<file path="src/hw/rtl/edc_pkg.sv">
// edc_pkg: field widths, status codes, calendar constants and month/year length
// functions for the epoch day date converter
// no dependencies
package edc_pkg;

    localparam int DayW   = 5;
    localparam int MonthW = 4;
    localparam int YearW  = 12;
    localparam int CountW = 20;
    localparam int StatW  = 2;

    localparam int YearTop = 4095;

    localparam logic KIND_DATE_TO_DAYNUM = 1'b0;
    localparam logic KIND_DAYNUM_TO_DATE = 1'b1;

    localparam logic [StatW-1:0] STATUS_OK        = 2'd0;
    localparam logic [StatW-1:0] STATUS_BAD_DATE  = 2'd1;
    localparam logic [StatW-1:0] STATUS_BAD_COUNT = 2'd2;

    localparam logic [YearW-1:0]  EpochYear     = 12'd1970;
    localparam logic [MonthW-1:0] FirstMonth    = 4'd1;
    localparam logic [MonthW-1:0] MonthsPerYear = 4'd12;

    // residues of the epoch year for the leap rule
    localparam logic [1:0] EpochMod4   = 2'd2;
    localparam logic [6:0] EpochMod100 = 7'd70;
    localparam logic [8:0] EpochMod400 = 9'd370;
    localparam logic [6:0] Mod100Last  = 7'd99;
    localparam logic [8:0] Mod400Last  = 9'd399;

    function automatic logic [8:0] year_len(input logic leap);
        year_len = leap ? 9'd366 : 9'd365;
    endfunction

    function automatic logic [DayW-1:0] month_len(input logic leap,
                                                  input logic [MonthW-1:0] mon);
        logic [DayW-1:0] len;
        case (mon)
            4'd2:                      len = leap ? 5'd29 : 5'd28;
            4'd4, 4'd6, 4'd9, 4'd11:   len = 5'd30;
            default:                   len = 5'd31;
        endcase
        month_len = len;
    endfunction

endpackage

</file>
<file path="src/hw/rtl/epoch_day_date_converter.sv">
// epoch_day_date_converter: date <-> day number (1970-01-01 is day 1)
// depends on edc_pkg
//
// One item at a time: start is taken while busy is low, and the single result
// shows on the o_ ports for one cycle with o_valid high. The receiver cannot
// stall. All work goes through one shared 20-bit add/subtract unit stepped by
// a small sequencer, one year or one month per cycle. A date (kind 0) is walked
// from 1970 year by year, then month by month; a day number (kind 1) is walked
// down by whole years, then whole months. Inputs that fail the simple field
// checks report in the cycle after start. Leap years are tracked by running
// residue counters, so no divider is needed.
module epoch_day_date_converter #(
    parameter int MAX_YEAR = 4095
) (
    input  logic                          i_clk,
    input  logic                          i_rst_n,
    input  logic                          start,
    output logic                          busy,
    input  logic                          i_kind,
    input  logic [edc_pkg::DayW-1:0]      i_in_day,
    input  logic [edc_pkg::MonthW-1:0]    i_in_month,
    input  logic [edc_pkg::YearW-1:0]     i_in_year,
    input  logic [edc_pkg::CountW-1:0]    i_in_count,
    output logic                          o_valid,
    output logic [edc_pkg::StatW-1:0]     o_status,
    output logic [edc_pkg::CountW-1:0]    o_out_count,
    output logic [edc_pkg::DayW-1:0]      o_out_day,
    output logic [edc_pkg::MonthW-1:0]    o_out_month,
    output logic [edc_pkg::YearW-1:0]     o_out_year
);
    import edc_pkg::*;

    localparam logic [YearW-1:0] LastYear =
        YearW'((MAX_YEAR > YearTop) ? YearTop : MAX_YEAR);

    typedef enum logic [4:0] {
        S_IDLE  = 5'b00001,
        S_YEAR0 = 5'b00010,
        S_MON0  = 5'b00100,
        S_YEAR1 = 5'b01000,
        S_MON1  = 5'b10000
    } t_state;

    t_state              r_state, n_state;
    logic                r_valid, n_valid;
    logic [DayW-1:0]     r_day, n_day;
    logic [MonthW-1:0]   r_month, n_month;
    logic [YearW-1:0]    r_year_tgt, n_year_tgt;
    logic [YearW:0]      r_year, n_year;
    logic [MonthW-1:0]   r_mon, n_mon;
    logic [CountW-1:0]   r_acc, n_acc;
    logic [1:0]          r_m4, n_m4;
    logic [6:0]          r_m100, n_m100;
    logic [8:0]          r_m400, n_m400;
    logic [StatW-1:0]    r_status, n_status;
    logic [CountW-1:0]   r_out_count, n_out_count;
    logic [DayW-1:0]     r_out_day, n_out_day;
    logic [MonthW-1:0]   r_out_month, n_out_month;
    logic [YearW-1:0]    r_out_year, n_out_year;

    logic                w_leap;
    logic                w_sub;
    logic [CountW-1:0]   w_op;
    logic [CountW:0]     w_sum;
    logic                w_gt;
    logic [YearW:0]      w_year_inc;
    logic                w_bad_fields;

    // shared add/subtract unit
    assign w_leap = ((r_m4 == 2'd0) && (r_m100 != 7'd0)) || (r_m400 == 9'd0);
    assign w_sub  = (r_state == S_YEAR1) || (r_state == S_MON1);

    always_comb begin
        unique case (r_state)
            S_YEAR0, S_YEAR1: w_op = CountW'(year_len(w_leap));
            S_MON0:           w_op = (r_mon == r_month) ? CountW'(r_day)
                                                        : CountW'(month_len(w_leap, r_mon));
            S_MON1:           w_op = CountW'(month_len(w_leap, r_mon));
            default:          w_op = '0;
        endcase
    end

    assign w_sum = {1'b0, r_acc} + {1'b0, w_op ^ {CountW{w_sub}}} + (CountW+1)'(w_sub);
    assign w_gt  = w_sum[CountW] && (w_sum[CountW-1:0] != '0);
    assign w_year_inc = r_year + 1'b1;

    assign w_bad_fields = (i_in_day == '0) || (i_in_month == '0) ||
                          (i_in_month > MonthsPerYear) || (i_in_year < EpochYear) ||
                          (i_in_year > LastYear);

    always_comb begin
        n_state     = r_state;
        n_valid     = 1'b0;
        n_day       = r_day;
        n_month     = r_month;
        n_year_tgt  = r_year_tgt;
        n_year      = r_year;
        n_mon       = r_mon;
        n_acc       = r_acc;
        n_m4        = r_m4;
        n_m100      = r_m100;
        n_m400      = r_m400;
        n_status    = r_status;
        n_out_count = r_out_count;
        n_out_day   = r_out_day;
        n_out_month = r_out_month;
        n_out_year  = r_out_year;

        unique case (r_state)
            S_IDLE: begin
                if (start) begin
                    n_day      = i_in_day;
                    n_month    = i_in_month;
                    n_year_tgt = i_in_year;
                    n_year     = {1'b0, EpochYear};
                    n_m4       = EpochMod4;
                    n_m100     = EpochMod100;
                    n_m400     = EpochMod400;
                    if (i_kind == KIND_DATE_TO_DAYNUM) begin
                        n_acc = '0;
                        if (w_bad_fields) begin
                            n_valid     = 1'b1;
                            n_status    = STATUS_BAD_DATE;
                            n_out_count = '0;
                            n_out_day   = '0;
                            n_out_month = '0;
                            n_out_year  = '0;
                        end else begin
                            n_state = S_YEAR0;
                        end
                    end else begin
                        n_acc = i_in_count;
                        if (i_in_count == '0) begin
                            n_valid     = 1'b1;
                            n_status    = STATUS_BAD_COUNT;
                            n_out_count = '0;
                            n_out_day   = '0;
                            n_out_month = '0;
                            n_out_year  = '0;
                        end else begin
                            n_state = S_YEAR1;
                        end
                    end
                end
            end
            S_YEAR0: begin
                if (r_year == {1'b0, r_year_tgt}) begin
                    if (r_day > month_len(w_leap, r_month)) begin
                        n_valid     = 1'b1;
                        n_status    = STATUS_BAD_DATE;
                        n_out_count = '0;
                        n_out_day   = '0;
                        n_out_month = '0;
                        n_out_year  = '0;
                        n_state     = S_IDLE;
                    end else begin
                        n_mon   = FirstMonth;
                        n_state = S_MON0;
                    end
                end else begin
                    n_acc  = w_sum[CountW-1:0];
                    n_year = w_year_inc;
                    n_m4   = r_m4 + 2'd1;
                    n_m100 = (r_m100 == Mod100Last) ? 7'd0 : r_m100 + 7'd1;
                    n_m400 = (r_m400 == Mod400Last) ? 9'd0 : r_m400 + 9'd1;
                end
            end
            S_MON0: begin
                n_acc = w_sum[CountW-1:0];
                if (r_mon == r_month) begin
                    n_valid     = 1'b1;
                    n_status    = STATUS_OK;
                    n_out_count = w_sum[CountW-1:0];
                    n_out_day   = '0;
                    n_out_month = '0;
                    n_out_year  = '0;
                    n_state     = S_IDLE;
                end else begin
                    n_mon = r_mon + 1'b1;
                end
            end
            S_YEAR1: begin
                if (w_gt) begin
                    n_acc  = w_sum[CountW-1:0];
                    n_year = w_year_inc;
                    n_m4   = r_m4 + 2'd1;
                    n_m100 = (r_m100 == Mod100Last) ? 7'd0 : r_m100 + 7'd1;
                    n_m400 = (r_m400 == Mod400Last) ? 9'd0 : r_m400 + 9'd1;
                    if (w_year_inc > {1'b0, LastYear}) begin
                        n_valid     = 1'b1;
                        n_status    = STATUS_BAD_COUNT;
                        n_out_count = '0;
                        n_out_day   = '0;
                        n_out_month = '0;
                        n_out_year  = '0;
                        n_state     = S_IDLE;
                    end
                end else begin
                    n_mon   = FirstMonth;
                    n_state = S_MON1;
                end
            end
            S_MON1: begin
                if ((r_mon != MonthsPerYear) && w_gt) begin
                    n_acc = w_sum[CountW-1:0];
                    n_mon = r_mon + 1'b1;
                end else begin
                    n_valid     = 1'b1;
                    n_status    = STATUS_OK;
                    n_out_count = '0;
                    n_out_day   = r_acc[DayW-1:0];
                    n_out_month = r_mon;
                    n_out_year  = r_year[YearW-1:0];
                    n_state     = S_IDLE;
                end
            end
            default: begin
                n_state = S_IDLE;
            end
        endcase
    end

    always_ff @(posedge i_clk) begin
        if (!i_rst_n) begin
            r_state <= S_IDLE;
            r_valid <= 1'b0;
        end else begin
            r_state <= n_state;
            r_valid <= n_valid;
        end
    end

    always_ff @(posedge i_clk) begin
        r_day       <= n_day;
        r_month     <= n_month;
        r_year_tgt  <= n_year_tgt;
        r_year      <= n_year;
        r_mon       <= n_mon;
        r_acc       <= n_acc;
        r_m4        <= n_m4;
        r_m100      <= n_m100;
        r_m400      <= n_m400;
        r_status    <= n_status;
        r_out_count <= n_out_count;
        r_out_day   <= n_out_day;
        r_out_month <= n_out_month;
        r_out_year  <= n_out_year;
    end

    assign busy        = (r_state != S_IDLE);
    assign o_valid     = r_valid;
    assign o_status    = r_status;
    assign o_out_count = r_out_count;
    assign o_out_day   = r_out_day;
    assign o_out_month = r_out_month;
    assign o_out_year  = r_out_year;

endmodule

</file>
<file path="config.mk">
export PLATFORM = sky130hd
export DESIGN_NAME = epoch_day_date_converter
export DESIGN_NICKNAME = d
export VERILOG_FILES = /design/src/hw/rtl/edc_pkg.sv /design/src/hw/rtl/epoch_day_date_converter.sv
export SDC_FILE = /design/constraint.sdc
export NUM_CORES = 1
export LEC_CHECK = 0
export CORE_AREA = 2 2 142 88
export CTS_BUF_LIST = sky130_fd_sc_hd__clkbuf_4 sky130_fd_sc_hd__clkbuf_8
export DETAILED_ROUTE_END_ITERATION = 8
export DIE_AREA = 0 0 144 90
export DONT_BUFFER_PORTS = 1
export PLACE_DENSITY = 0.8
export RECOVER_POWER = 50
export SYNTH_ARGS = -nofsm -noshare
export SYNTH_HDL_FRONTEND = slang
export SYNTH_SLANG_ARGS = --single-unit
</file>
<file path="constraint.sdc">
create_clock -name i_clk -period 16.7 [get_ports i_clk]
set_input_delay 1.67 -clock i_clk [delete_from_list [all_inputs] [get_ports i_clk]]
set_output_delay 1.67 -clock i_clk [all_outputs]
set_load 0.1 [all_outputs]
</file>
# Word level (Yosys, flattened, before mapping)
# Index checks and enable logic that the tools add are counted.
# Widths: inputs -> output; s select.
# word_totals
elab_cells	210
ff_bits	125
inputBits	45
# op_classes
magnitude_cmp	5
mux	115
reduce_logical	28
n_eq_ne	38
bitwise	1
n_addsub	7
# op_table
operator	count
$mux 20	15
$pmux 20 s5	2
$mux 12	10
$mux 5	22
$mux 4	15
$pmux 12 s5	1
$pmux 9 s3	2
$pmux 5 s5	2
$mux 13	3
$pmux 13 s3	1
$mux 9	4
$mux 2	14
$mux 7	4
$add 20x20->21	1
$add 21x1->21	1
$pmux 7 s3	1
$logic_not 20->1	1
$ne 2x2->1 const B	10
$pmux 4 s5	1
$reduce_bool 20->1	1
$xor 20x20->20	1
$eq 4x3->1 const B	4
$eq 4x4->1 const B	4
$pmux 4 s4	1
other kinds (49)	73

# Longest topological paths before layout
# Gate-level depths: netlist (run 1).
# logic_depth
word_depth	15
depth_mapped	20
depth_no_buf	20

# Least setup slack after synthesis (run 1)
# No wires, ideal clock.
# synth_timing
path_kind	register to register
startpoint	register r_state[0]
endpoint	register r_m100[0] (enable)
slack_ns	9.496
arrival_time_ns	6.746
synth_period_minus_slack_ns	7.204
setup_time_ns	0.458
stages_incl_launch_ff	19
path_cell_list	dfxtp_1 -> clkbuf_1 -> or3_1 -> a21oi_1 -> nor3_1 -> clkbuf_1 -> nor3_1 -> ha_1 -> and3_1 -> a221o_1 -> a221oi_2 -> a21boi_1 -> or2_2 -> o311ai_0 -> nor4_1 -> and4_1 -> a21oi_4 -> nor2_1 -> nor3_1
# synth_between
elab_chain_cells	10
elab_cells_between_ends	18
cone_classes	add/sub: 2; eq/ne: 8; mux: 1; bitwise: 1; reduce/logical: 6
# synth_lines
element	line	text
from (decl)	epoch_day_date_converter.sv:44	t_state r_state, n_state;
from (signal assigned)	epoch_day_date_converter.sv:228	r_state <= n_state;
$eq 5x4->1 or $eq 5x2->1 (tied branches)	epoch_day_date_converter.sv:71, epoch_day_date_converter.sv:74, epoch_day_date_converter.sv:109	
$reduce_or 2->1	epoch_day_date_converter.sv:74	unique case (r_state)
$pmux 9 s3	epoch_day_date_converter.sv:74	
$xor 20x20->20	epoch_day_date_converter.sv:83	assign w_sum = {1'b0, r_acc} + {1'b0, w_op ^ {CountW{w_sub}}} + (CountW+1)'(w_sub);
$add 20x20->21	epoch_day_date_converter.sv:83	
$add 21x1->21	epoch_day_date_converter.sv:83	
$reduce_bool 20->1	epoch_day_date_converter.sv:84	assign w_gt = w_sum[CountW] && (w_sum[CountW-1:0] != '0);
$logic_and 1x1->1	epoch_day_date_converter.sv:84	
$ne 2x2->1 (no line)	n/a	
$reduce_and 4->1 (no line) (*)	n/a	
to (signal assigned)	epoch_day_date_converter.sv:241	r_m100 <= n_m100;
to (decl)	epoch_day_date_converter.sv:53	logic [6:0] r_m100, n_m100;
# Mark *: on every way between the ends. The rest lies on a longest branch, timed or not.
# A chain may end at the register's enable or synchronous reset.

# Final worst setup path (run 1)
# layout_timing
startpoint	register r_state[3]
endpoint	register r_out_count[7] (netlist: o_out_count[7]) (enable)
# layout_between
elab_chain_cells	11
elab_cells_between_ends	25
cone_classes	add/sub: 2; eq/ne: 14; mux: 1; bitwise: 1; reduce/logical: 7
# layout_lines
element	line	text
$eq 5x4->1 or $eq 5x2->1 (tied branches)	epoch_day_date_converter.sv:71, epoch_day_date_converter.sv:74, epoch_day_date_converter.sv:109	
$reduce_or 2->1	epoch_day_date_converter.sv:74	
$pmux 9 s3	epoch_day_date_converter.sv:74	
$xor 20x20->20	epoch_day_date_converter.sv:83	
$add 20x20->21	epoch_day_date_converter.sv:83	
$add 21x1->21	epoch_day_date_converter.sv:83	
$reduce_bool 20->1	epoch_day_date_converter.sv:84	
$logic_and 1x1->1	epoch_day_date_converter.sv:84	
$logic_and 1x1->1	epoch_day_date_converter.sv:204	if ((r_mon != MonthsPerYear) && w_gt) begin
$ne 2x2->1 (no line)	n/a	
$reduce_and 10->1 (no line) (*)	n/a	
to (signal assigned)	epoch_day_date_converter.sv:244	r_out_count <= n_out_count;
to (decl)	epoch_day_date_converter.sv:56	logic [CountW-1:0] r_out_count, n_out_count;
# Marks and branches as above.

==> reports/metrics.yaml, run 1 <==
status: "complete, but fails checks"
violations: "max-capacitance violations, max-slew violations"
yosysSeqAreaShare: 0.496
clk_latency_ps: 450
total_leakage_power_nw: 2.89
initial_utilization: 0.633
dominantRegCellSynth: "edfxtp_1"
hold_buffers: 0
hold_violations: 0
cap_viol_max_count: 2
slowest_stage: "nor4_1"
cp_data_required_time_ps: 16750
finalCritPeriodShare: 0.505
route.detailed.drc: 0
grt_pass1_vias: 5279
grt_max_degree: 44
fin_nets: 788
path_max_fanout: 43
pwr_density_cell_mw_per_mm2: 222
clock_skew_ps: 16.7
final_cell_mix: "119 x edfxtp_1, 77 x nor2_1, 53 x nand3_1"
crit_arrival_ps: 8480
ys_ff_latch: 125
syn_area_per_cell_um2: 10.3
grt_pass1_wl_um: 30500
setup_tns_ps: 0
critPathMaxStageDelay_ps: 2350
antenna_left: 0
period_needed_ps: 8430
postCtsSetupBuffers: 0
clkTransAtPathRegs_ps: 70
worstSetupPathType: "flip-flop to flip-flop"
coreArea_mm2: 0.0118
cp-start-kind: "flip-flop"
highest_layer: "met4"
die_h_um: 90
grt_usage: 0.317
pin_count: 90
peakVddDrop_mv: 0.131
crit_path_end_kind: "flip-flop"
dr_total_vias: 5949
synth.distinct_cells: 73
via_per_inst: 6.70
regArea_mm2: 0.00369
multi_input_area_mm2: 0.00351
die-width_um: 144
layout.cells.most_common: "edfxtp_1"
min_path_type: "flip-flop to flip-flop"
htreeDepth: 4
max_freq_ghz: 0.119
tightest_slew_ps: 3130
post_drt_wl_per_cell_um: 22.5
dr.first_iter.drc_count: 718
syn-instance-count: 723
areaGrowthSynthToFinish_pct: 6.76
nFillCells: 916
setup_violations: 0
synth_edf_count: 119
clockRootBuffer: "clkbuf_8"
cp_common_cell: "nor4_1"
cts_buffers: 17
wl_um: 20000
met2_length_um: 7560
design.die.area_mm2: 0.0130
antenna_cells: 0
wl_met1_um: 9630
syn_nets: 801
finalMaxSlewViolations: 63
slew-limit-headroom: -1.10
io_buffers: 0
gp_congestion: 1.01
cp_cell_sequence: "xnor2_1 -> nor4_1 -> nand3_1 -> and3_1 -> a22oi_4 -> inv_4 -> fa_1 -> a21o_1 -> a221o_1 -> a221oi_2 -> a21boi_1 -> or2_2 -> o311ai_0 -> nor4_1 -> and4_1 -> a21oi_4 -> mux2i_1 -> nor2_4"
first_pass_iters: 5
grt-ovfl-total: 0
yosysWarnings: 0
dr_wl_met3_um: 2530
clk_path_buf_depth: 2
antenna_found_initial: 0
drive_gt1_frac: 0.0788
clock_sinks: 125
async_reset_ff_frac: 0
syn-cell-area_mm2: 0.00744
rows: 31
timing.hold.ws_ps: 560
cts-resized-gates: 0
dp_hpwl_um: 14900
cts_tree: "done"
rsz0062_at_grt: "false"
-- final cells by class --
| class | instances | share of cell area |
|---|---|---|
| flip-flops and latches | 125 | 0.465 |
| inverters | 22 | 0.0107 |
| repair buffers | 5 | 0.00378 |
| clock inverters | 13 | 0.0206 |
| clock buffers | 19 | 0.0313 |
| well taps | 165 | 0.0260 |
| multi-input cells | 539 | 0.443 |
-- routing by layer --
layer  GRT usage  vias to the layer above
li1            -                     2677
met1       0.528                     2870
met2       0.387                      366
met3      0.0938                       36
met4      0.0858                        0
met5           0                        -
-- cells in the mapped netlist (all sizes together), types with 9 or more instances --
cell      n  area share
a21oi    31       0.023
xnor2    33       0.039
o21ai    46       0.031
nor2     78       0.039
clkbuf   35       0.018
nand2b   11      0.0093
nand3    53       0.036
ha       32       0.054
nand2    48       0.024
edfxtp  119        0.48
and3     28       0.024
nor3     17       0.011
xor2     21       0.025
nor4      9      0.0084
inv      22       0.011
nand4    12       0.010
-- worst max-delay path, delay by kind of cell, from the launching register on --
| family | cells | cell delay (ps) |
|---|---|---|
| AND/OR/NAND/NOR | 7 | 4650 |
| adder cells (fa/ha/maj) | 1 | 410 |
| XOR/XNOR | 1 | 140 |
| flip-flops | 1 | 460 |
| multiplexers | 1 | 190 |
| buffers and inverters | 1 | 120 |
| AO/OA/AOI/OAI | 7 | 2020 |
-- power by group --
group	internal, mW	switching [mW]	total, mW
Sequential	0.511	0.420	0.931
Combinational	0.168	0.384	0.552
Clock	0.152	0.130	0.282
Total	0.831	0.934	1.76
-- through the flow --
stage	std cells	setup slack, ps	power (mW)	area, um2	utilization
final	888	8270	1.76	7940	0.676
after global routing	888	7810	1.83	7940	0.676
after CTS	888	9860	1.75	7990	0.680
after detailed placement	856	9880	1.47	7570	0.644
after global placement	856	10150	1.46	7570	0.644
after floorplan	723	9500	1.30	7440	-
-- flip-flops by register name, indices dropped and copies added, names as in the netlist --
name / cells
r_m400: 9
r_acc: 20
o_out_day: 5
o_status: 2
o_out_count: 20
r_m4: 2
r_state: 5
o_out_year: 12
r_year_tgt: 12
o_out_month: 4
r_m100: 7
r_mon: 4
r_year: 13
r_day: 5
r_month: 4
o_valid: 1
-- worst paths after layout --
| check | from | to | slack (ps) | depth (start not counted) |
|---|---|---|---|---|
| setup reg to reg | r_state[3]$_SDFFE_PN0P_ | o_out_count[7]$_SDFFCE_PN0P_ | 8270 | 18 |
| hold reg to reg | r_m4[0]$_SDFFCE_PP0P_ | r_m4[0]$_SDFFCE_PP0P_ | 560 | 1 |
| hold / removal | r_m4[0]$_SDFFCE_PP0P_ | r_m4[0]$_SDFFCE_PP0P_ | 560 | 1 |
| setup / recovery | r_state[3]$_SDFFE_PN0P_ | o_out_count[7]$_SDFFCE_PN0P_ | 8270 | 18 |
-- cells by family after synthesis --
logic type | after synthesis | synth area share
and+or+nand+nor | 304 | 0.213
AOI/OAI and AO/OA | 145 | 0.135
DFF | 125 | 0.496
buffers and inverters | 59 | 0.0311
xor gates and xnor gates | 54 | 0.0636
adders and majority gates | 33 | 0.0565
muxes | 3 | 0.00404
Note: power is estimated with default switching activity, not from simulation.
==> inputs of run 2 (changes only) <==
--- a/config.mk
+++ b/config.mk
@@ -5,12 +5,12 @@
 export SDC_FILE = /design/constraint.sdc
 export NUM_CORES = 1
 export LEC_CHECK = 0
-export CORE_AREA = 2 2 142 88
+export CORE_AREA = 2 2 147 92
 export CTS_BUF_LIST = sky130_fd_sc_hd__clkbuf_4 sky130_fd_sc_hd__clkbuf_8
 export DETAILED_ROUTE_END_ITERATION = 8
-export DIE_AREA = 0 0 144 90
+export DIE_AREA = 0 0 149 94
 export DONT_BUFFER_PORTS = 1
-export PLACE_DENSITY = 0.8
+export PLACE_DENSITY = 0.78
 export RECOVER_POWER = 50
 export SYNTH_ARGS = -nofsm -noshare
 export SYNTH_HDL_FRONTEND = slang
==> constraint.sdc (replaced) <==
create_clock -name i_clk -period 7.4 [get_ports i_clk]
set_input_delay 0.74 -clock i_clk [delete_from_list [all_inputs] [get_ports i_clk]]
set_output_delay 0.74 -clock i_clk [all_outputs]
set_load 0.1 [all_outputs]
==> run 2 against run 1 <==
  * The run still ends with max-capacitance violations, max-slew violations left
  * Die area increased by 8.1%
  * Total power rose by 130%
  * Register-to-register slack got worse by 7600 ps
  * Global-route usage grew 0.11 points
  * Critical path depth is 2 higher
  * Via count rose by 2.9%
  * Largest power group unchanged
  * Highest routed layer unchanged
==> reports/metrics.yaml, run 2 (synthesized netlist as in run 1, its figures left out) <==
status: "complete, but fails checks"
violations: "max-capacitance violations, max-slew violations"
min_path_type: "input port to flip-flop"
cts_tree: "done"
postCtsSetupBuffers: 0
crit_arrival_ps: 6820
setup_violations: 0
max_freq_ghz: 0.148
dr.first_iter.drc_count: 869
final_cell_mix: "119 x edfxtp_1, 77 x nor2_1, 53 x nand3_1"
grt_pass1_wl_um: 32700
grt_usage: 0.318
fin_nets: 793
period_needed_ps: 6750
clk_path_buf_depth: 2
hold_violations: 0
die_h_um: 94
tightest_slew_ps: 1780
cts_buffers: 17
dr_total_vias: 6123
clock_sinks: 125
rsz0062_at_grt: "false"
rows: 32
initial_utilization: 0.592
final_cells: 898
grt_max_degree: 44
route.detailed.drc: 0
path_max_fanout: 43
slew-limit-headroom: -0.190
antenna_left: 0
placed_cells: 866
finalCritPeriodShare: 0.912
setup_tns_ps: 0
peakVddDrop_mv: 0.255
post_drt_wl_per_cell_um: 24.0
cp-start-kind: "flip-flop"
hold_buffers: 0
cap_viol_max_count: 1
die-width_um: 149
clkTransAtPathRegs_ps: 80
gp_congestion: 0.951
grt_pass1_vias: 5541
antenna_cells: 0
io_buffers: 0
grt-ovfl-total: 0
layout.cells.most_common: "edfxtp_1"
clk_latency_ps: 450
clockRootBuffer: "clkbuf_8"
drive_gt1_frac: 0.0810
total_leakage_power_nw: 2.92
finalMaxSlewViolations: 43
dp_hpwl_um: 16000
pwr_density_cell_mw_per_mm2: 507
wl_um: 21600
cp_data_required_time_ps: 7480
clock_skew_ps: 24.5
worstSetupPathType: "flip-flop to flip-flop"
areaGrowthSynthToFinish_pct: 7.77
cts-resized-gates: 0
antenna_found_initial: 1
first_pass_iters: 5
via_per_inst: 6.82
crit_path_end_kind: "flip-flop"
htreeDepth: 4
pin_count: 90
design.die.area_mm2: 0.0140
coreArea_mm2: 0.0126
run 2: through the flow:
stage               hold slack (ps)  power, mW   util  worst slack, ps  cell area, um2
CTS                             376       4.03  0.640             1030            8050
global placement                543       3.31  0.605             1190            7600
detailed placement              556       3.34  0.605             1060            7600
finish                          389       4.07  0.638              654            8020
global route                    369       4.22  0.638              357            8020
floorplan                       531       2.94      -              196            7440
run 2: area by class of cell:
cell class,instances,area (um2)
clock buffer,20,256
clock inverter,12,186
fill,1011,4550
inverter,22,85.1
multi-input combinational,539,3520
sequential,125,3690
tap,170,213
timing repair buffer,10,60.1
run 2: worst paths after layout:
path | slack, ps | cells past startpoint | end | startpoint
min reg2reg | 560 | 2 | r_state[3]$_SDFFE_PN0P_ | r_state[3]$_SDFFE_PN0P_
min | 390 | 0 | r_year_tgt[10]$_DFFE_PP_ | i_in_year[10]
max | 650 | 20 | o_out_year[9]$_SDFFCE_PN0P_ | r_state[3]$_SDFFE_PN0P_
max reg2reg | 650 | 20 | o_out_year[9]$_SDFFCE_PN0P_ | r_state[3]$_SDFFE_PN0P_
run 2: power breakdown:
| part | internal, mW | switching, mW | total [mW] | leakage [nW] |
|---|---|---|---|---|
| logic | 0.385 | 0.884 | 1.27 | 1.54 |
| registers | 1.15 | 0.960 | 2.11 | 1.16 |
| clock network | 0.383 | 0.305 | 0.688 | 0.222 |
run 2: worst max-delay path, cell delays in order (launching register included):
cell and delay, ps:
dfxtp_1 450, xnor2_1 130, nor4_2 130, clkbuf_1 740, nand3_1 190, and3_1 270
a22oi_4 250, inv_4 120, fa_1 430, a21o_1 230, a221o_1 400, a221oi_2 370
nand2b_1 160, xnor2_1 630, nand4_1 320, and4b_1 360, and4_1 250, a21oi_4 110
mux2i_1 200, nor2_4 100, buf_4 490
run 2: per-layer routing:
| metal | global-route usage | up-vias | part of all wire |
|---|---|---|---|
| met5 | 0 | - | 0 |
| met4 | 0.0802 | 0 | 0.020 |
| met3 | 0.107 | 52 | 0.14 |
| met2 | 0.387 | 457 | 0.36 |
| met1 | 0.519 | 2922 | 0.47 |
| li1 | - | 2692 | - |
